===== config.mk =====
export PLATFORM = sky130hd
export DESIGN_NAME = dpc_front
export DESIGN_NICKNAME = d
export VERILOG_FILES = /design/src/rtl/dpc_pkg.sv /design/src/rtl/dpc_front.sv
export SDC_FILE = /design/constraint.sdc
export NUM_CORES = 1
export LEC_CHECK = 0
export BUFFER_PORTS_ARGS = -buffer_cell sky130_fd_sc_hd__buf_2
export CAP_MARGIN = 25
export CORE_ASPECT_RATIO = 1.75
export CORE_MARGIN = 2
export CORE_UTILIZATION = 59
export DETAILED_ROUTE_END_ITERATION = 10
export PLACE_DENSITY = 0.95
export SLEW_MARGIN = 20
export SYNTH_ARGS = -nofsm -noshare
export SYNTH_HDL_FRONTEND = slang
export SYNTH_SLANG_ARGS = --single-unit

===== constraint.sdc =====
create_clock -name vclk -period 17.5
set_input_delay 2.625 -clock vclk [all_inputs]
set_output_delay 2.625 -clock vclk [all_outputs]
set_load 0.02 [all_outputs]

===== src/rtl/dpc_pkg.sv =====
// Shared types, codes and constants of the DDS parameter converter.
package dpc_pkg;

    // Default tuning word width
    localparam int DPC_TUNING_WORD_BITS = 32;

    // Depth of the queue between front and back
    localparam int DPC_QUEUE_DEPTH = 4;

    // Divisor width: four times a 32-bit rate
    localparam int DPC_DEN_BITS = 34;

    // Register reset values
    localparam logic [30:0] DPC_SYSCLK_RESET = 31'd1000000000;
    localparam logic [30:0] DPC_MAXFREQ_RESET = 31'd400000000;
    localparam logic [13:0] DPC_MAXAMP_RESET = 14'd16383;

    // Conversion constants
    localparam logic [6:0] DPC_PCT_FULL = 7'd100;
    localparam int DPC_PCT_ROUND = 50;
    localparam int DPC_DEG_DIV = 360;
    localparam int DPC_DEG_ROUND = 180;
    localparam logic [15:0] DPC_STEP_MAX = 16'hFFFF;

    // Register indexes (paddr[3:2])
    localparam logic [1:0] DPC_REG_SYSCLK = 2'd0;
    localparam logic [1:0] DPC_REG_MAXFREQ = 2'd1;
    localparam logic [1:0] DPC_REG_MAXAMP = 2'd2;

    typedef enum logic [1:0] {
        OP_FREQ = 2'd0,
        OP_RATE = 2'd1,
        OP_PCT  = 2'd2,
        OP_DEG  = 2'd3
    } dpc_op_t;

    typedef enum logic [1:0] {
        ST_OK       = 2'd0,
        ST_CLAMPED  = 2'd1,
        ST_REJECTED = 2'd2
    } dpc_status_t;

    // Classification that travels with each request
    typedef struct packed {
        dpc_op_t op;
        logic    reject;
        logic    clamp;
    } dpc_meta_t;

endpackage


===== src/rtl/dpc_front.sv =====
// Front end: classify a request and build dividend and divisor.
module dpc_front
    import dpc_pkg::*;
#(
    parameter int TUNING_WORD_BITS = DPC_TUNING_WORD_BITS
) (
    input  logic [1:0]                     req_type,
    input  logic [31:0]                    operand,
    input  logic [30:0]                    sysclk,
    input  logic [30:0]                    maxfreq,
    input  logic [13:0]                    maxamp,
    output dpc_meta_t                      meta,
    output logic [TUNING_WORD_BITS+31:0]   num,
    output logic [DPC_DEN_BITS-1:0]        den
);

    localparam int NW = TUNING_WORD_BITS + 32;

    logic [6:0]  pct;
    logic [20:0] pct_prod;

    // Clamp percent and scale
    always_comb
    begin
        pct = (operand[7:0] > 8'(DPC_PCT_FULL)) ? DPC_PCT_FULL : operand[6:0];
        pct_prod = 21'(pct) * 21'(maxamp);
    end

    // Build the division for the selected conversion
    always_comb
    begin
        meta.op = dpc_op_t'(req_type);
        meta.reject = 1'b0;
        meta.clamp = 1'b0;
        num = '0;
        den = DPC_DEN_BITS'(1);
        unique case (dpc_op_t'(req_type))
            OP_FREQ:
            begin
                if (operand > 32'(maxfreq) || sysclk == 31'd0)
                begin
                    meta.reject = 1'b1;
                end
                else
                begin
                    num = (NW'(operand[30:0]) << TUNING_WORD_BITS) + NW'(sysclk[30:1]);
                    den = DPC_DEN_BITS'(sysclk);
                end
            end
            OP_RATE:
            begin
                if (operand == 32'd0)
                begin
                    meta.reject = 1'b1;
                end
                else
                begin
                    num = NW'(sysclk) + NW'({operand, 1'b0});
                    den = {operand, 2'b00};
                end
            end
            OP_PCT:
            begin
                meta.clamp = (operand[7:0] > 8'(DPC_PCT_FULL));
                num = NW'(pct_prod) + NW'(DPC_PCT_ROUND);
                den = DPC_DEN_BITS'(DPC_PCT_FULL);
            end
            OP_DEG:
            begin
                // low 16 bits of the quotient equal the reduced phase word
                num = NW'({operand[15:0], 16'd0}) + NW'(DPC_DEG_ROUND);
                den = DPC_DEN_BITS'(DPC_DEG_DIV);
            end
            default:
            begin
                meta.reject = 1'b1;
            end
        endcase
    end

endmodule


After elaboration in Yosys (flattened, before gate mapping)
Index checks and enable logic that the tools add are counted.
{ "op_classes": {"n_addsub": 4, "mul": 1, "magnitude_cmp": 2, "n_eq_ne": 3, "muxes": 11, "n_reduce_logical": 4} }
{ "op_table": {"columns": ["cell", "count"], "rows": [
  ["case mux 64 bit (4 select lines)", 1],
  ["case mux 34 bit (4 select lines)", 1],
  ["2-to-1 mux 34 bit", 2],
  ["adder 63 x 30 -> 64 bit", 1],
  ["2-to-1 mux 64 bit", 1],
  ["adder 31 x 33 -> 34 bit", 1],
  ["adder 32 x 8 -> 33 bit (second input constant)", 1],
  ["greater-than comparator 32 x 31 -> 1 bit", 1],
  ["logical NOT 32 bit", 1],
  ["logical NOT 31 bit", 1],
  ["2-to-1 mux 31 bit", 1],
  ["adder 21 x 6 -> 22 bit (second input constant)", 1],
  ["multiplier 7 x 14 -> 21 bit", 1],
  ["greater-than comparator 8 x 7 -> 1 bit (second input constant)", 1],
  ["2-to-1 mux 7 bit", 1],
  ["equality test 2 bit (second input constant)", 2],
  ["2-to-1 mux 1 bit", 3],
  ["equality test 2 x 1 -> 1 bit (second input constant)", 1],
  ["logical NOT 2 bit", 1],
  ["case mux 1 bit (2 select lines)", 1],
  ["logical OR 1 bit", 1]
]} }
{ "totals": {"ff_bits": 0, "inputBits": 110, "out_inout_bits": 102, "word_cells": 25} }

Logic depth before layout (Yosys ltp)
{ "logic_depth": {"word_depth": 5, "mapped_depth": 24, "ltp_nobuf": 22} }

Least setup slack after synthesis
OpenSTA, ideal clock, no wires.
{ "synth_timing": {"path_kind": "in2out", "start": "input operand[0]", "end": "output num[18]", "arrival_ns": 8.322, "required_ns": 14.875, "setup_slack_ns": 6.553, "path_stages": 23, "n_path_buf": 2, "cell_sequence": "clkbuf_1 o21ai_0 nand2_1 a31oi_1 nor2b_1 clkbuf_1 nor2b_1 fa_1 inv_1 fa_1 inv_1 fa_1 inv_1 fa_1 inv_1 ha_1 a21o_1 a2bb2oi_1 a21oi_1 a41oi_1 o21ai_0 a22o_1 o311ai_1"} }
{ "synth_via": {"elab_chain_len": 5, "word_cells_on_any_way": 12, "classes_between": "add/sub (3); mul (1); order compare (2); mux (4); reduce/logical (2)"} }
{ "synth_rtl": {"columns": ["element", "line", "rtl"], "rows": [
  ["start, declared", "dpc_front.sv:8", "input logic [31:0] operand,"],
  ["greater-than comparator 8 x 7 -> 1 bit", "dpc_front.sv:25", "pct = (operand[7:0] > 8'(DPC_PCT_FULL)) ? DPC_PCT_FULL : operand[6:0];"],
  ["2-to-1 mux 7 bit", "dpc_front.sv:25", null],
  ["multiplier 7 x 14 -> 21 bit", "dpc_front.sv:26", "pct_prod = 21'(pct) * 21'(maxamp);"],
  ["adder 21 x 6 -> 22 bit", "dpc_front.sv:65", "num = NW'(pct_prod) + NW'(DPC_PCT_ROUND);"],
  ["case mux 64 bit (4 select lines) *", "dpc_front.sv:37", "unique case (dpc_op_t'(req_type))"],
  ["end, declared", "dpc_front.sv:13", "output logic [TUNING_WORD_BITS+31:0] num,"]
]} }
Mark *: on every way between the ends. The rest lies on a longest branch, timed or not.

Final worst setup path
{ "layout_timing": {"start": "input operand[1]", "end": "output num[20]"} }
The elaborated chain is that of the path after synthesis.

==> flow_metrics.py <==
metrics = {
    "layout": {
        "n_antenna_cell": 0,
        "regArea_um2": 0,
        "fin_area_mm2": 0.00801,
        "area_growth_pct": 16.4,
        "drive_gt1_share_pct": 20.7,
        "seq_cell_count": 0,
        "nets": 1370,
        "clockBufferCount": 0,
        "final_cells": 1220,
    },
    "die": {
        "die_w_um": 85.6,
        "start_util_pct": 60.1,
        "fp.coreArea_mm2": 0.0115,
        "dieHeight_um": 147,
        "die-area_mm2": 0.0126,
        "num_io_pins": 212,
        "rows": 52,
    },
    "pwr": {
        "powerDensity_mw_per_mm2": 63.5,
        "p_leak_nw": 4.63,
        "sequentialPowerShare_pct": 0,
        "swShare_pct": 60.5,
        "p_switching_mw": 0.308,
        "vdd_ir_drop_max_mv": 0.0343,
        "clkPwrFrac_pct": 0,
        "internal_power_mw": 0.201,
        "pwr-share-comb_pct": 100.0,
    },
    "detailed_routing": {
        "viasPerCell": 6.57,
        "drtPass1Iterations": 9,
        "drt_iter0_drc": 657,
        "vias": 8016,
        "drc": 0,
        "ant_nets": 0,
        "wl_per_cell_um": 20.6,
        "wirelength_mm": 25.1,
    },
    "grt": {
        "antenna_found_initial": 0,
        "grt_pass1_vias": 8462,
        "grt_max_degree": 54,
        "grt.total_usage_pct": 40.5,
        "grt_pass1_wl_mm": 40.8,
        "grt_overflow": 0,
    },
    "hold_path": {
        "hold_depth": 3,
        "hold_class": "primary input to primary output",
    },
    "clock_tree": {
        "ctsResizeCount": 0,
        "cts_setup_buffers": 0,
        "cts_hold_buffers": 0,
    },
    "timing": {
        "fmaxAchievable_ghz": 0.0859,
        "fin_crit_ns": 11.65,
        "fin_crit_sh_pct": 66.6,
        "slew_headroom_pct": 36.0,
        "hold_slack_ns": 5.65,
        "setup_violations": 0,
        "finalMaxSlewViolations": 0,
        "hold_viol": 0,
        "rsz0062_at_grt": "no",
        "worst_slew_pin_slew_ns": 0.952,
        "fin_tns_setup_ns": 0,
    },
    "place": {
        "post-place-cells": 1219,
        "port_buffers": 211,
        "place_area_mm2": 0.00798,
        "dp_hpwl_mm": 20.2,
        "gp_congestion": 0.998,
    },
    "setup_path": {
        "worstSetupPathType": "primary input to primary output",
        "worstSetupStartpoint": "operand[1]",
        "cp-end-kind": "primary output",
        "critPathArrivalTime_ns": 9.02,
        "max_stage_delay_ns": 0.55,
        "crit_end": "num[20]",
        "critPathMaxFanout": 53,
        "cp_data_required_time_ns": 14.88,
        "slowest_stage": "fa_1",
        "worst_setup_path_start_kind": "primary input",
    },
    "synthesis": {
        "avgSynthCellArea_um2": 7.60,
        "syn_nets": 1188,
        "yosysWarningCount": 0,
        "ys_types": 59,
        "synthCells": 905,
        "syn_area_mm2": 0.00688,
        "yosysSeqAreaShare_pct": 0,
    },
    "status": {
        "status": "finished, final reports clean",
    },
    "flow_run": {
        "drv_cap": 0,
    },
}
==> per-layer routing <==
layer	vias to the layer above	wire (um)	track usage [%]
met5	-	0	0
met4	0	2370	30.2
met3	174	2180	5.11
met2	543	12500	71.9
met1	3698	8070	42.3
li1	3601	-	-
==> how the worst min path moves through the flow <==
stage	end	start	slack, ns
3_5_place_dp	num[0]	sysclk[0]	5.64
4_1_cts	den[25]	sysclk[25]	5.64
2_1_floorplan	meta[2]	req_type[0]	5.36
3_3_place_gp	den[8]	sysclk[8]	5.64
6_report	den[25]	sysclk[25]	5.65
5_1_grt	den[10]	sysclk[10]	5.67
==> layout make-up <==
| cell class | instances | area (um2) |
|---|---|---|
| multi-input combinational | 752 | 6280 |
| timing repair buffer | 218 | 1130 |
| fill | 943 | 3440 |
| inverter | 115 | 432 |
| tap | 135 | 169 |
==> cell usage in the layout (no fill, tap or decap), types with 4 or more instances in the layout <==
master,netlist,layout
a222oi_1,5,5
a211o_1,4,4
o211ai_1,14,14
a211oi_1,10,10
ha_1,109,109
a22o_1,22,22
inv_1,114,114
nand3_1,16,16
nor2_1,30,28
and3_1,82,82
buf_2,2,211
nor4_1,14,14
xnor2_1,16,16
fa_1,64,64
a221o_1,10,10
nand4_1,11,11
nor3_1,6,6
a21o_1,21,21
o21a_1,4,4
buf_4,3,6
nand2_1,68,68
nor2b_1,43,43
o21ai_1,10,10
o21ai_0,39,39
o21bai_1,5,5
o221ai_1,4,4
a22oi_1,8,8
a21oi_1,56,56
xor2_1,21,21
nand2b_1,10,10
o31ai_1,4,4
and2_1,11,11
==> through the flow <==
| stage | util (%) | total power [mW] | worst slack (ns) |
|---|---|---|---|
| floorplan | - | 0.362 | 6.55 |
| global placement | 69.7 | 0.485 | 6.16 |
| detailed placement | 69.7 | 0.497 | 6.01 |
| CTS | 69.7 | 0.501 | 6.01 |
| global route | 69.9 | 0.566 | 5.57 |
| finish | 69.9 | 0.509 | 5.85 |
==> logic make-up after synthesis <==
family / after synthesis / synth area share [%]
adders and majority gates: 173 / 38.4
AOI/OAI and AO/OA: 237 / 23.8
muxes: 3 / 0.436
xor gates and xnor gates: 37 / 4.71
other: 1 / 0.0545
buffers and inverters: 153 / 8.98
and+or+nand+nor: 301 / 23.6
==> power by group through the flow <==
stage / clock, mW / combinational, mW / sequential [mW]
2_1_floorplan: 0 / 0.362 / 0
3_3_place_gp: 0 / 0.485 / 0
3_5_place_dp: 0 / 0.497 / 0
4_1_cts: 0 / 0.501 / 0
5_1_grt: 0 / 0.566 / 0
6_report: 0 / 0.509 / 0
==> worst max-delay path, delay by kind of cell <==
| family | cells | cell delay, ns |
|---|---|---|
| buffers and inverters | 8 | 1.23 |
| adder cells (fa/ha/maj) | 5 | 2.39 |
| AND/OR/NAND/NOR | 3 | 0.36 |
| multiplexers | 1 | 0.12 |
| AO/OA/AOI/OAI | 9 | 2.26 |
==> cells in the mapped netlist (5+ instances only) <==
library cell  instances  share of area [%]
a211oi_1             10                1.1
a21o_1               21                2.3
a21oi_1              56                4.1
a221o_1              10                1.5
a222oi_1              5               0.73
a22o_1               22                2.8
a22oi_1               8               0.87
and2_1               11                1.0
and3_1               82                7.5
clkbuf_1             29                1.6
fa_1                 64                 19
ha_1                109                 20
inv_1               114                6.2
nand2_1              68                3.7
nand2b_1             10               0.91
nand3_1              16                1.2
nand4_1              11                1.0
nor2_1               30                1.6
nor2b_1              43                3.9
nor3_1                6               0.44
nor4_1               14                1.3
o211ai_1             14                1.5
o21ai_0              39                2.8
o21ai_1              10               0.73
o21bai_1              5               0.55
xnor2_1              16                2.0
xor2_1               21                2.7
No activity file was read; power rests on OpenSTA's default activity.
