File: src/rtl/dpc_pkg.sv
// Shared types, codes and constants of the DDS parameter converter.
package dpc_pkg;

    // Default tuning word width
    localparam int DPC_TUNING_WORD_BITS = 32;

    // Depth of the queue between front and back
    localparam int DPC_QUEUE_DEPTH = 4;

    // Divisor width: four times a 32-bit rate
    localparam int DPC_DEN_BITS = 34;

    // Register reset values
    localparam logic [30:0] DPC_SYSCLK_RESET = 31'd1000000000;
    localparam logic [30:0] DPC_MAXFREQ_RESET = 31'd400000000;
    localparam logic [13:0] DPC_MAXAMP_RESET = 14'd16383;

    // Conversion constants
    localparam logic [6:0] DPC_PCT_FULL = 7'd100;
    localparam int DPC_PCT_ROUND = 50;
    localparam int DPC_DEG_DIV = 360;
    localparam int DPC_DEG_ROUND = 180;
    localparam logic [15:0] DPC_STEP_MAX = 16'hFFFF;

    // Register indexes (paddr[3:2])
    localparam logic [1:0] DPC_REG_SYSCLK = 2'd0;
    localparam logic [1:0] DPC_REG_MAXFREQ = 2'd1;
    localparam logic [1:0] DPC_REG_MAXAMP = 2'd2;

    typedef enum logic [1:0] {
        OP_FREQ = 2'd0,
        OP_RATE = 2'd1,
        OP_PCT  = 2'd2,
        OP_DEG  = 2'd3
    } dpc_op_t;

    typedef enum logic [1:0] {
        ST_OK       = 2'd0,
        ST_CLAMPED  = 2'd1,
        ST_REJECTED = 2'd2
    } dpc_status_t;

    // Classification that travels with each request
    typedef struct packed {
        dpc_op_t op;
        logic    reject;
        logic    clamp;
    } dpc_meta_t;

endpackage

File: src/rtl/dpc_fifo.sv
// Small queue between front and back.
module dpc_fifo
    import dpc_pkg::*;
#(
    parameter int WIDTH = 8,
    parameter int DEPTH = DPC_QUEUE_DEPTH
) (
    input  logic             clk,
    input  logic             rst_n,
    input  logic             push,
    input  logic [WIDTH-1:0] push_data,
    output logic             full,
    input  logic             pop,
    output logic [WIDTH-1:0] pop_data,
    output logic             empty
);

    localparam int PW = (DEPTH > 1) ? $clog2(DEPTH) : 1;
    localparam int CW = $clog2(DEPTH + 1);

    logic [WIDTH-1:0] mem_reg [0:DEPTH-1];
    logic [PW-1:0]    wr_ptr_reg;
    logic [PW-1:0]    rd_ptr_reg;
    logic [CW-1:0]    count_reg;
    logic             do_push;
    logic             do_pop;

    assign full = (count_reg == CW'(DEPTH));
    assign empty = (count_reg == '0);
    assign do_push = push && !full;
    assign do_pop = pop && !empty;
    assign pop_data = mem_reg[rd_ptr_reg];

    // Store entries
    always_ff @(posedge clk)
    begin
        if (do_push)
        begin
            mem_reg[wr_ptr_reg] <= push_data;
        end
    end

    // Advance pointers and count
    always_ff @(posedge clk or negedge rst_n)
    begin
        if (!rst_n)
        begin
            wr_ptr_reg <= '0;
            rd_ptr_reg <= '0;
            count_reg <= '0;
        end
        else
        begin
            if (do_push)
            begin
                wr_ptr_reg <= (wr_ptr_reg == PW'(DEPTH - 1)) ? '0 : wr_ptr_reg + PW'(1);
            end
            if (do_pop)
            begin
                rd_ptr_reg <= (rd_ptr_reg == PW'(DEPTH - 1)) ? '0 : rd_ptr_reg + PW'(1);
            end
            if (do_push && !do_pop)
            begin
                count_reg <= count_reg + CW'(1);
            end
            else if (do_pop && !do_push)
            begin
                count_reg <= count_reg - CW'(1);
            end
        end
    end

endmodule

File: config.mk
export PLATFORM = sky130hd
export DESIGN_NAME = dpc_fifo
export DESIGN_NICKNAME = d
export VERILOG_FILES = /design/src/rtl/dpc_pkg.sv /design/src/rtl/dpc_fifo.sv
export SDC_FILE = /design/constraint.sdc
export NUM_CORES = 1
export LEC_CHECK = 0
export ABC_AREA = 0
export BUFFER_PORTS_ARGS = -buffer_cell sky130_fd_sc_hd__buf_4
export CORE_UTILIZATION = 44
export CTS_CLUSTER_DIAMETER = 200
export DETAILED_ROUTE_END_ITERATION = 8
export GPL_TIMING_DRIVEN = 0
export PLACE_DENSITY = 0.71
export SLEW_MARGIN = 20
export SYNTH_ARGS = -nofsm -noshare
export SYNTH_HDL_FRONTEND = slang
export SYNTH_SLANG_ARGS = --single-unit
File: constraint.sdc
create_clock -name clk -period 2.6 [get_ports clk]
set_input_delay 0.26 -clock clk [delete_from_list [all_inputs] [get_ports clk]]
set_output_delay 0.26 -clock clk [all_outputs]
set_load 0.01 [all_outputs]
# Yosys cells after proc, flatten, opt, wreduce, memory -nomap -nowiden

Memories as Yosys holds them, arrays and structs flattened.
Cells that the tools add are included.

Memory bits (read-only): 0
Word-level logic and storage cells: 27
Latch bits: 0
Bits of input ports: 12
Bits in registers: 7
Memory bits (writable): 32
Memories: 1
Output and inout bits: 10

Memory list:

| name    | words | width | read ports | clocked after Yosys merged registers in | write ports | line           | source |
|---|---|---|---|---|---|---|---|
| mem_reg | 4     | 8     | 1          | 0                                       | 1           | dpc_fifo.sv:21 | `logic [WIDTH-1:0] mem_reg [0:DEPTH-1];` |

Order comparisons: 0
$add $sub $neg: 4
Eq/ne operators: 3
$mul: 0
Bitwise logic cells: 0
Reductions and logical operators: 10
Mux-type cells: 6
Divide/modulo/power cells: 0
Shift-type cells: 0

Operators with widths:

| cell                                                               | number |
|---|---|
| 3-bit 2-to-1 mux                                                   | 2 |
| 2-bit by 1-bit adder with 2-bit output, second input constant      | 2 |
| 2-bit == test, second input constant                               | 2 |
| 1-bit logical AND                                                  | 4 |
| 1-bit logical NOT                                                  | 4 |
| 2-bit 2-to-1 mux                                                   | 2 |
| 3-bit by 1-bit adder with 3-bit output, second input constant      | 1 |
| 3-bit == test, second input constant                               | 1 |
| 3-bit logical NOT                                                  | 1 |
| 3-bit by 1-bit subtractor with 3-bit output, second input constant | 1 |
| 1-bit 2-to-1 mux                                                   | 2 |
| 2-bit nonzero test                                                 | 1 |

# Depth between registers and ports, before layout

Gate-level depths: netlist of run 1.

Depth after elaboration: 7
Depth in mapped cells: 9

# Worst setup path before layout of run 1

OpenSTA, ideal clock, no wires.

Kind: register to register
From: reg count_reg[0]
To: reg count_reg[2]
Cell stages (with the launch flop): 9
Arrival time: 1.984 ns
Setup slack: 0.536 ns
Library setup time: 0.079 ns
Path through: dfrtp_1 nor3_1 nand2b_4 ha_1 inv_1 fa_1 xor2_1 nor2_1 xor2_1

Longest elaborated chain between the ends: 6
Elaborated cells between the ends (all ways): 15

Ends and longest elaborated chain:

| element                                                       | line           | source |
|---|---|---|
| start: declaration                                            | dpc_fifo.sv:24 | `logic [CW-1:0] count_reg;` |
| start signal: assignment                                      | dpc_fifo.sv:64 | `count_reg <= count_reg + CW'(1);` |
| start signal: assignment                                      | dpc_fifo.sv:68 | `count_reg <= count_reg - CW'(1);` |
| 3-bit logical NOT (*)                                         | dpc_fifo.sv:29 | `assign empty = (count_reg == '0);` |
| named net empty                                               | dpc_fifo.sv:15 | `output logic empty` |
| 1-bit logical NOT (*)                                         | dpc_fifo.sv:31 | `assign do_pop = pop && !empty;` |
| 1-bit logical AND (*)                                         | dpc_fifo.sv:31 |  |
| 1-bit logical NOT                                             | dpc_fifo.sv:62 | `if (do_push && !do_pop)` |
| 1-bit logical AND                                             | dpc_fifo.sv:62 |  |
| 3-bit 2-to-1 mux / 2-bit nonzero test (equally long branches) | n/a            |  |

The timed path passes the listed nets; every way through them passes the cells marked *. The select of a mux whose other input is x is not followed.
A chain may end at the register's enable or synchronous reset.

# Final worst setup path of run 1

From: reg count_reg[0]
To: reg count_reg[2]

Longest elaborated chain between the ends: 6
Elaborated cells between the ends (all ways): 15

Ends and longest elaborated chain:

| element |
|---|
| parallel branches: the longest is 6 deep, another holds 3-bit by 1-bit subtractor with 3-bit output |

Parallel ways; which one is timed is not known. The select of a mux whose other input is x is not followed.

==> results_dict.tcl, run 1 <==
set metrics [dict create \
    status "completed" \
    viasPerCell 4.95 \
    hp-class "input pin to register" \
    peakVddDrop_v 0.000421 \
    finClkSkew_ns 0.00632 \
    clk_latency_ns 0.28 \
    grt_max_degree 12 \
    relSlewSlack_pct 65.3 \
    clk_root_buffer_cell "clkbuf_8" \
    fin_nets 127 \
    crit_arrival_ns 2.32 \
    yosysWarnings 0 \
    crit_family "adder cells" \
    antenna_found_initial 0 \
    critPathBufInv 1 \
    final_common_cell "edfxtp_1" \
    fmax_mhz 472 \
    cpMostUsedCell "xor2_1" \
    avgSynthCellArea_um2 20.5 \
    met3_length_um 100 \
    die_area_um2 3930 \
    ant_nets 0 \
    power_w 0.00219 \
    synth_top_area_cell "edfxtp_1" \
    drt_first_pass_iters 4 \
    synth_fp_nets 98 \
    largest_reg_flops 32 \
    period_needed_ns 2.12 \
    final_max_slew_viol_count 0 \
    wl_met2_mm 1.23 \
    cts.clk_slew.worst_paths_ns 0.07 \
    p_leak_nw 0.737 \
    setup_viol 0 \
    cpPeakStageDelay_ns 0.46 \
    io_buffers 21 \
    tightest_slew_ns 0.521 \
    fp.dieH_um 62.7 \
    rows 21 \
    numCtsBuffers 5 \
    path_max_fanout 4 \
    wl_met1_um 958 \
    drc 0 \
    final.period_utilization_pct 81.4 \
    drive_gt1_share_pct 45.4 \
    crit_path_cell_trace "nor3_1 -> nand2b_4 -> ha_1 -> inv_1 -> fa_1 -> xor2_1 -> nor2_1 -> xor2_1" \
    wl_mm 2.34 \
    num_antenna_cells 0 \
    place_hpwl_mm 1.59 \
    required_ns 2.80 \
    clockBufferDepth 2 \
    grt.overflow.total 0 \
    netlist_instances 79 \
    core_area_um2 3440 \
    htree_num_levels 2 \
    initial_utilization_pct 47.1 \
    crit_type "register to register" \
    post-route-util_pct 56.6 \
    post_drt_wl_per_cell_um 15.2 \
    ys_seq_area_share_pct 70.1 \
    setup.worst_path.start_class "register" \
    cts_sinks 39 \
    rsz0062_at_grt "false" \
    highest_layer "met4" \
    fillCellCount 269 \
    cpMaxStageDelayCell "dfrtp_1" \
    die_x_um 62.7 \
    vias 763 \
    ys_ff_latch 39 \
    p_per_area_nw_per_um2 1120 \
    syn2layout_area_growth_pct 20.2 \
    drt-initial-drc-count 18 \
    globalplace.congestion 0.706 \
    cts_setup_buffers 0 \
    drv_cap 0 \
    netlist_area_um2 1620 \
    ys_top_cells_by_area "edfxtp_1 (59%), mux4_2 (11%), dfrtp_1 (11%)" \
    critical_path.endpoint_type "register" \
    grt_pass1_wl_mm 3.94 \
    tns_ns 0 \
    cts_tree "yes" \
    ys_types 19 \
    whs_ns 0.173 \
    ios 22 \
    grt_pass1_vias 839 \
    finalHoldViolCount 0 \
    grt_usage_pct 14.3 \
    final_cell_mix "edfxtp_1 (32), buf_4 (21), mux4_2 (8)" \
    netlist.area_leader.share_pct 59.3 \
]
## cell usage after synthesis
master and n:
and2_2 4, buf_6 1, dfrtp_1 7, buf_1 1, nor3b_4 1, mux2_4 2, nor2_1 3, ha_1 6
mux4_2 8, xor2_1 2, mux2_2 3, nor2b_2 1, nand2b_4 1, inv_1 3, buf_2 1, xnor2_1 1
nor3_1 1, fa_1 1, edfxtp_1 32
## worst paths after layout
kind | from | endpoint | slack, ns | depth (start not counted)
hold reg to reg | count_reg[2] | count_reg[2] | 0.50 | 1
min in group asynchronous | rst_n | rd_ptr_reg[0] | 0.34 | 2
setup / recovery | count_reg[0] | count_reg[2] | 0.48 | 8
setup reg to reg | count_reg[0] | count_reg[2] | 0.48 | 8
max in group asynchronous | rst_n | wr_ptr_reg[1] | 2.13 | 2
hold / removal | push_data[1] | mem_reg[0][1] | 0.17 | 1
## metal layers
metal	GRT usage (%)	up-vias
li1	-	358
met2	23.9	16
met4	8.72	0
met1	15.8	384
met5	0	-
met3	4.56	5
## kinds of logic (layout without fill, tap and decap cells)
family,count (synthesis),count (layout),synth area share [%]
flops,39,39,70.1
mux,13,13,15.1
xor+xnor,3,3,1.62
buf+inv,6,35,1.93
fa+ha+maj,7,7,5.87
simple gates,11,11,5.41
## stage by stage
stage	setup WS, ns	cell area [um^2]	std cells
finish	0.483	1950	154
global route	0.359	1950	154
CTS	0.476	1950	154
detailed placement	0.557	1840	146
global placement	0.617	1840	146
floorplan	0.536	1620	79
## timing repair
item | 4_1_cts | 5_1_grt
endpoints found under the hold margin | 7 | 0
resized for setup | 0 | 0
endpoints found under the setup margin | 0 | 0
hold buffers | 1 | 0
## power breakdown
part | switching (W) | total, W | internal [W]
Sequential | 0.0000838 | 0.000931 | 0.000847
Combinational | 0.000358 | 0.000797 | 0.000439
Clock | 0.000183 | 0.000464 | 0.000281
## area by class of cell
cell class | count | area, um^2 | share of cell area, %
tap | 46 | 57.6 | 2.95
inverter | 3 | 11.3 | 0.578
sequential | 39 | 1140 | 58.3
clock buffer | 6 | 72.6 | 3.73
multi-input combinational | 34 | 453 | 23.2
clock inverter | 1 | 30.0 | 1.54
timing repair buffer | 22 | 168 | 8.61
buffer | 3 | 20.0 | 1.03
Note: power is estimated with default switching activity, not from simulation.
==> run 2: changes to the inputs <==
==> constraint.sdc (replaced) <==
create_clock -name clk -period 2.1 [get_ports clk]
set_input_delay 0.21 -clock clk [delete_from_list [all_inputs] [get_ports clk]]
set_output_delay 0.21 -clock clk [all_outputs]
set_load 0.01 [all_outputs]
==> results_dict.tcl, run 2 (synthesis gave the netlist of run 1 again) <==
set metrics [dict create \
    status "completed" \
    clockBufferDepth 2 \
    io_buffers 21 \
    fin_nets 127 \
    crit_type "register to register" \
    grt_max_degree 12 \
    swShare_pct 28.5 \
    syn2layout_area_growth_pct 20.8 \
    layout_setup_ws_ns 0.110 \
    register_area_um2 1140 \
    ant_nets 0 \
    cts_setup_buffers 0 \
    hp-class "input pin to register" \
    tightest_slew_ns 0.521 \
    largest_reg_flops 32 \
    wl_mm 2.33 \
    clk_root_buffer_cell "clkbuf_8" \
    num_antenna_cells 0 \
    die_x_um 62.7 \
    combinationalPowerShare_pct 36.4 \
    path_max_fanout 4 \
    rows 21 \
    final_max_slew_viol_count 0 \
    setup_viol 0 \
    pwr-share-seq_pct 42.6 \
    initial_utilization_pct 47.1 \
    grt_usage_pct 14.3 \
    rsz0062_at_grt "false" \
    drt-initial-drc-count 20 \
    finClkSkew_ns 0.00669 \
    clk_latency_ns 0.28 \
    place_ws_ns 0.0565 \
    relSlewSlack_pct 65.3 \
    globalplace.congestion 0.706 \
    cpMaxStageDelayCell "dfrtp_2" \
    cpMostUsedCell "xor2_1" \
    period_needed_ns 1.99 \
    core_area_um2 3440 \
    cts.clk_slew.worst_paths_ns 0.07 \
    viasPerCell 4.95 \
    grt_pass1_vias 839 \
    die_area_um2 3930 \
    numCtsBuffers 5 \
    p_leak_nw 0.735 \
    crit_arrival_ns 2.19 \
    cts_tree "yes" \
    drc 0 \
    multiInputGateArea_um2 460 \
    place_hpwl_mm 1.59 \
    ios 22 \
    crit_path_cell_trace "nor3_2 -> nand2b_4 -> ha_2 -> inv_1 -> fa_1 -> xor2_1 -> nor2_1 -> xor2_1" \
    critical_path.endpoint_type "register" \
    vias 762 \
    finalHoldViolCount 0 \
    grt.overflow.total 0 \
    cts_sinks 39 \
    fmax_mhz 502 \
    required_ns 2.30 \
    fp.dieH_um 62.7 \
    setup.worst_path.start_class "register" \
    p_switching_w 0.000778 \
    final_cell_mix "edfxtp_1 (32), buf_4 (21), mux4_2 (8)" \
    htree_num_levels 2 \
    drt_first_pass_iters 4 \
    peakVddDrop_v 0.000521 \
    drv_cap 0 \
    p_int_w 0.00195 \
    post_drt_wl_per_cell_um 15.2 \
    grt_pass1_wl_mm 3.94 \
    drive_gt1_share_pct 49.1 \
    clock_power_share_pct 21.0 \
    tns_ns 0 \
    post-route-util_pct 56.9 \
    cpPeakStageDelay_ns 0.46 \
    p_per_area_nw_per_um2 1390 \
    final.period_utilization_pct 94.8 \
    antenna_found_initial 0 \
    fillCellCount 265 \
    final_common_cell "edfxtp_1" \
]
run 2: what timing repair did:
| item | CTS | global route |
|---|---|---|
| resized for setup | 1 | 3 |
| pin swaps | 0 | 0 |
| hold buffers | 1 | 0 |
| setup endpoints to repair | 1 | 2 |
| endpoints found under the hold margin | 7 | 0 |
run 2: layout make-up:
class,count,share of cell area [%]
plain buffers,3,1.02
clock buffers,6,3.71
clock inverters,1,1.53
inverters,3,0.575
multi-input cells,34,23.5
flip-flops and latches,39,58.1
well taps,46,2.94
repair buffers,22,8.56
run 2: worst paths after layout:
| path | end | start | slack, ns | cells after the start |
|---|---|---|---|---|
| max in group asynchronous | count_reg[1] | rst_n | 1.67 | 2 |
| setup / recovery | count_reg[2] | count_reg[0] | 0.11 | 8 |
| setup reg to reg | count_reg[2] | count_reg[0] | 0.11 | 8 |
| hold reg to reg | count_reg[2] | count_reg[2] | 0.52 | 1 |
| min in group asynchronous | rd_ptr_reg[0] | rst_n | 0.29 | 2 |
| hold / removal | mem_reg[0][1] | push_data[1] | 0.12 | 1 |
run 2: power by group through the flow:
| stage | Combinational [W] | Clock, W | Sequential (W) |
|---|---|---|---|
| 2_1_floorplan | 0.000669 | 0 | 0.00114 |
| 3_3_place_gp | 0.000953 | 0 | 0.00116 |
| 3_5_place_dp | 0.00100 | 0 | 0.00117 |
| 4_1_cts | 0.00101 | 0.000590 | 0.00116 |
| 5_1_grt | 0.00108 | 0.000620 | 0.00119 |
| 6_report | 0.000992 | 0.000574 | 0.00116 |
run 2: critical path, delay by kind of cell (launching register included):
kind | cells | cell delay [ns]
and+or+nand+nor | 3 | 0.49
buffers and inverters | 1 | 0.06
adders and majority gates | 2 | 0.58
xor gates and xnor gates | 2 | 0.31
DFF | 1 | 0.46
run 2: routing by layer:
layer	global-route usage [%]	routed length (um)
met1	15.8	959
met2	23.9	1230
met3	4.56	84
met4	8.72	57
met5	0	0
run 2: through the flow:
step	total power, W	cells	area [um^2]	hold slack (ns)
2_1_floorplan	0.00181	79	1620	-0.0856
3_3_place_gp	0.00211	146	1840	0.0273
3_5_place_dp	0.00217	146	1840	0.0293
4_1_cts	0.00276	154	1950	0.117
5_1_grt	0.00289	154	1960	0.114
6_report	0.00273	154	1960	0.123
